[src/rtl/chal_pkg.sv]
// ----------------------------------------------------------------------------
// chal_pkg
// Shared types and constants for the chained hash address lookup block.
// ----------------------------------------------------------------------------
`default_nettype none

package chal_pkg;

  localparam int TABLE_DEPTH_DEFAULT = 1024;
  localparam int KEY_WIDTH_DEFAULT   = 64;

  localparam int ADDR_W  = 64;
  localparam int LINE_W  = 32;
  localparam int INDEX_W = 10;
  localparam int COUNT_W = 11;
  localparam int HASH_SHIFT = 7;

  localparam logic [COUNT_W-1:0] ENTRY_COUNT_RESET = 11'd1024;

  localparam logic OP_INSERT = 1'b0;
  localparam logic OP_LOOKUP = 1'b1;

  localparam logic [1:0] RES_INSERT = 2'd0;
  localparam logic [1:0] RES_FULL   = 2'd1;
  localparam logic [1:0] RES_HIT    = 2'd2;
  localparam logic [1:0] RES_MISS   = 2'd3;

  typedef struct packed {
    logic       clear_step;
    logic       load;
    logic       mod_step;
    logic       head_read;
    logic       insert_write;
    logic       link_load;
    logic       walk_read;
    logic       link_next;
    logic       res_load;
    logic [1:0] res_kind;
  } cmd_t;

  typedef struct packed {
    logic clear_done;
    logic mod_done;
    logic is_lookup;
    logic full;
    logic link_zero;
    logic key_match;
  } sts_t;

endpackage

`default_nettype wire

[src/rtl/chal_ctrl.sv]
// ----------------------------------------------------------------------------
// chal_ctrl
// Controller: clearing pass, modulo sequencing, chain walk and result
// handoff.
// ----------------------------------------------------------------------------
`default_nettype none

module chal_ctrl (
  input  wire             clk,
  input  wire             rst,
  input  wire             req_valid,
  output logic            req_ready,
  output logic            rsp_valid,
  input  wire             rsp_ready,
  input  chal_pkg::sts_t  sts,
  output chal_pkg::cmd_t  cmd
);

  localparam logic [2:0] S_CLEAR    = 3'd0;
  localparam logic [2:0] S_IDLE     = 3'd1;
  localparam logic [2:0] S_HASH     = 3'd2;
  localparam logic [2:0] S_HEAD_RD  = 3'd3;
  localparam logic [2:0] S_HEAD_USE = 3'd4;
  localparam logic [2:0] S_WALK_CHK = 3'd5;
  localparam logic [2:0] S_WALK_CMP = 3'd6;

  logic [2:0] state;
  logic [2:0] state_next;
  logic       out_free;

  assign req_ready = (state == S_IDLE);
  assign out_free  = !rsp_valid || rsp_ready;

  always_comb begin
    cmd        = '0;
    state_next = state;
    case (state)
      S_CLEAR: begin
        cmd.clear_step = 1'b1;
        if (sts.clear_done) begin
          state_next = S_IDLE;
        end
      end
      S_IDLE: begin
        if (req_valid) begin
          cmd.load   = 1'b1;
          state_next = S_HASH;
        end
      end
      S_HASH: begin
        cmd.mod_step = 1'b1;
        if (sts.mod_done) begin
          state_next = S_HEAD_RD;
        end
      end
      S_HEAD_RD: begin
        cmd.head_read = 1'b1;
        state_next    = S_HEAD_USE;
      end
      S_HEAD_USE: begin
        if (sts.is_lookup) begin
          cmd.link_load = 1'b1;
          state_next    = S_WALK_CHK;
        end else if (out_free) begin
          cmd.res_load = 1'b1;
          if (sts.full) begin
            cmd.res_kind = chal_pkg::RES_FULL;
          end else begin
            cmd.insert_write = 1'b1;
            cmd.res_kind     = chal_pkg::RES_INSERT;
          end
          state_next = S_IDLE;
        end
      end
      S_WALK_CHK: begin
        if (!sts.link_zero) begin
          cmd.walk_read = 1'b1;
          state_next    = S_WALK_CMP;
        end else if (out_free) begin
          cmd.res_load = 1'b1;
          cmd.res_kind = chal_pkg::RES_MISS;
          state_next   = S_IDLE;
        end
      end
      S_WALK_CMP: begin
        if (!sts.key_match) begin
          cmd.link_next = 1'b1;
          state_next    = S_WALK_CHK;
        end else if (out_free) begin
          cmd.res_load = 1'b1;
          cmd.res_kind = chal_pkg::RES_HIT;
          state_next   = S_IDLE;
        end
      end
      default: begin
        state_next = S_IDLE;
      end
    endcase
  end

  always_ff @(posedge clk) begin
    if (rst) begin
      state     <= S_CLEAR;
      rsp_valid <= 1'b0;
    end else begin
      state <= state_next;
      if (cmd.res_load) begin
        rsp_valid <= 1'b1;
      end else if (rsp_ready) begin
        rsp_valid <= 1'b0;
      end
    end
  end

  a_res_into_free: assert property (@(posedge clk) disable iff (rst)
    cmd.res_load |-> out_free)
    else $error("result loaded over an untaken result");

  a_accept_hashes: assert property (@(posedge clk) disable iff (rst)
    (req_valid && req_ready) |=> (state == S_HASH))
    else $error("accepted item did not start hashing");

  a_hash_to_head: assert property (@(posedge clk) disable iff (rst)
    (state == S_HASH && sts.mod_done) |=> (state == S_HEAD_RD))
    else $error("modulo end did not read the bucket head");

  a_insert_not_full: assert property (@(posedge clk) disable iff (rst)
    cmd.insert_write |-> (!sts.full && !sts.is_lookup))
    else $error("insert written into a full table or on a lookup");

endmodule

`default_nettype wire
[config.mk]
export PLATFORM = sky130hd
export DESIGN_NAME = chal_ctrl
export DESIGN_NICKNAME = d
export VERILOG_FILES = /design/src/rtl/chal_pkg.sv /design/src/rtl/chal_ctrl.sv
export SDC_FILE = /design/constraint.sdc
export NUM_CORES = 1
export LEC_CHECK = 0
export ABC_AREA = 1
export BUFFER_PORTS_ARGS = -buffer_cell sky130_fd_sc_hd__buf_4
export CAP_MARGIN = 30
export CORE_MARGIN = 3
export CORE_UTILIZATION = 25
export CTS_CLUSTER_SIZE = 30
export DETAILED_ROUTE_END_ITERATION = 6
export SKIP_LAST_GASP = 1
export SLEW_MARGIN = 20
export SYNTH_ARGS = -nofsm -noshare
export SYNTH_HDL_FRONTEND = slang
export SYNTH_SLANG_ARGS = --single-unit
[constraint.sdc]
create_clock -name clk -period 1.45 [get_ports clk]
set_clock_uncertainty 0.15 [all_clocks]
set_input_delay 0.2175 -clock clk [delete_from_list [all_inputs] [get_ports clk]]
set_output_delay 0.2175 -clock clk [all_outputs]
set_load 0.05 [all_outputs]
==> out/results.ini <==
[global_routing]
antenna_found_initial = 0
grt_pass1_wl_um = 2420
grt_pass1_vias = 643
grt.total_usage_pct = 15.1
grt_max_degree = 9
overflow = 0

[run]
cap_violations = 0

[place]
dp.final_hpwl_um = 1090
io_buffer_count = 22
gp_congestion = 0.790
pre_cts_ws_ps = -163

[synthesis]
syn_inst = 81
synth_top_area_share_pct = 19.2
synth_fp_nets = 91
ys_seq_elements = 4
syn_area_per_cell_um2 = 5.16
yosysWarnings = 0
yosys.area.top_type = dfxtp_1
ys_types = 15
synthTopCellsByArea = dfxtp_1 (19%), nand3_1 (18%), inv_1 (15%)
synth_area_um2 = 418
yosysSeqAreaShare_pct = 19.2

[floorplanning]
start_util_pct = 27.1
ioPinCount = 23
die_w_um = 46.9
core_um2 = 1540
dieArea_um2 = 2200
die_h_um = 46.9
rows = 14

[route]
vias = 686
ant_nets = 0
detail_route.iter0.violations = 4
drtPass1Iterations = 4
via_per_inst = 4.76
drc_errors = 0
totalWireLength_um = 1760
wl_per_cell_um = 12.2

[timing]
rsz0062_at_grt = yes
drv_slew = 0
finalSetupViolations = 13
fin_crit_ps = 1680
hold_ws_ps = 135
max_freq_ghz = 0.596
tightest_slew_ps = 209
layout_setup_ws_ps = -229
slew_headroom_pct = 86.0
hold_violations = 0
post-route-period-util_pct = 116
setup_tns_ps = -1520

[clock_tree]
htree_levels = 1
cts_tree = built
clock_sink_count = 4
cts_made_buffers = 3
cts-root-buf = clkbuf_4
clk_latency_ps = 240
clockBufferDepth = 2
clk_pin_slew_ps = 40

[setup_path]
cp_max_fo = 4
path_class = reg2out
end_kind = output pin
path_cells = inv_4 > nand4_1 > or2_4 > nand3_2 > buf_8
slowest_delay_ps = 360
slowest_stage = dfxtp_4
cp_data_arrival_time_ps = 1310
cp-start-kind = flop
required_ps = 1080

[power]
peakVddDrop_v = 0.000959
p_leak_nw = 0.565
powerDensity_nw_per_um2 = 1230

[status]
violations = negative setup slack
status = finished, violations left

[finish]
seqCellArea_um2 = 95.1
final_util_pct = 68.6
drive_gt1_share_pct = 64.8
area_delta_synth_final_pct = 153
multi_input_area_um2 = 415
antenna_cells = 0
nNetsFinal = 139
fillers = 134

[worst_hold_path]
hold_path_class = in2reg

## layout by cell type, fill, tap and decap left out, drive strengths merged
cell,netlist,final
dfxtp,4,4
nor2,14,14
o21ai,2,2
nand2,15,15
nor3,2,2
nand4,3,3
nand3,15,15
inv,19,19
or2,1,1
clkbuf,0,4
nand3b,1,1
dlygate4sd3,0,1
a21oi,4,4
buf,1,43
## registers in the layout, summed over array words and instances (netlist names)
signal and flops:
rsp_valid 1, state 3
## worst max-delay path, delay by kind of cell, from the launching register on
| family | cells | cell delay, ps |
|---|---|---|
| buf+inv | 2 | 220 |
| flops | 1 | 360 |
| simple gates | 3 | 490 |
## where the power goes
group          switching, mW  total (mW)  internal, mW
registers             0.0463       0.191         0.145
logic                  0.548       0.955         0.407
clock network         0.0521       0.156         0.104
## cell type report
cell class / instances / area share, %
clock buffer: 4 / 2.49
inverter: 19 / 6.98
timing repair buffer: 44 / 40.4
tap: 16 / 1.89
multi-input combinational: 57 / 39.3
sequential: 4 / 8.99
## timing repair
action | CTS | global route
hold endpoints to repair | 2 | 0
setup buffers | 7 | 4
pin swaps | 3 | 7
resized for setup | 42 | 20
setup endpoints to repair | 13 | 16
hold buffers | 1 | 0
## per-layer routing
layer	GRT usage [%]	part of all wire, %	routed length (µm)	vias to the layer above
li1	-	-	-	350
met1	15.9	39	679	307
met2	28.7	54	944	23
met3	1.92	4.4	77	6
met4	7.73	3.1	54	0
met5	0	0	0	-
## path summary, 6_finish.rpt
check	cells after the start	endpoint	slack (ps)	from
hold reg to reg	6	state[1]$_SDFFE_PP0P_	560	rsp_valid$_SDFFE_PP0P_
hold / removal	4	state[1]$_SDFFE_PP0P_	140	sts[4]
setup / recovery	5	cmd[2]	-230	state[1]$_SDFFE_PP0P_
setup reg to reg	9	rsp_valid$_SDFFE_PP0P_	-80	state[2]$_SDFFE_PP0P_
## through the flow
stage	area (µm²)	std cells	power, mW
6_report	1060	144	1.30
4_1_cts	965	141	1.19
5_1_grt	1060	144	1.37
3_5_place_dp	732	130	0.814
3_3_place_gp	732	130	0.813
2_1_floorplan	464	81	0.589
## synth_stat cells
cell type	n
buf_4	1
o21ai_0	1
nor2_2	1
nand3_1	15
nor3_1	2
a21oi_1	4
nand4_1	3
inv_1	17
o21ai_1	1
inv_2	2
nand3b_1	1
dfxtp_1	4
nor2_1	13
nand2_1	15
or2_2	1
## kinds of logic (layout without fill, tap and decap cells)
logic type / after synthesis / after routing / share of synthesized area (%)
AO/OA/AOI/OAI: 6 / 6 / 7.18
buffers and inverters: 20 / 67 / 18.9
flip-flops: 4 / 4 / 19.2
AND/OR/NAND/NOR: 51 / 51 / 54.8
(Power assumes the default switching activity.)
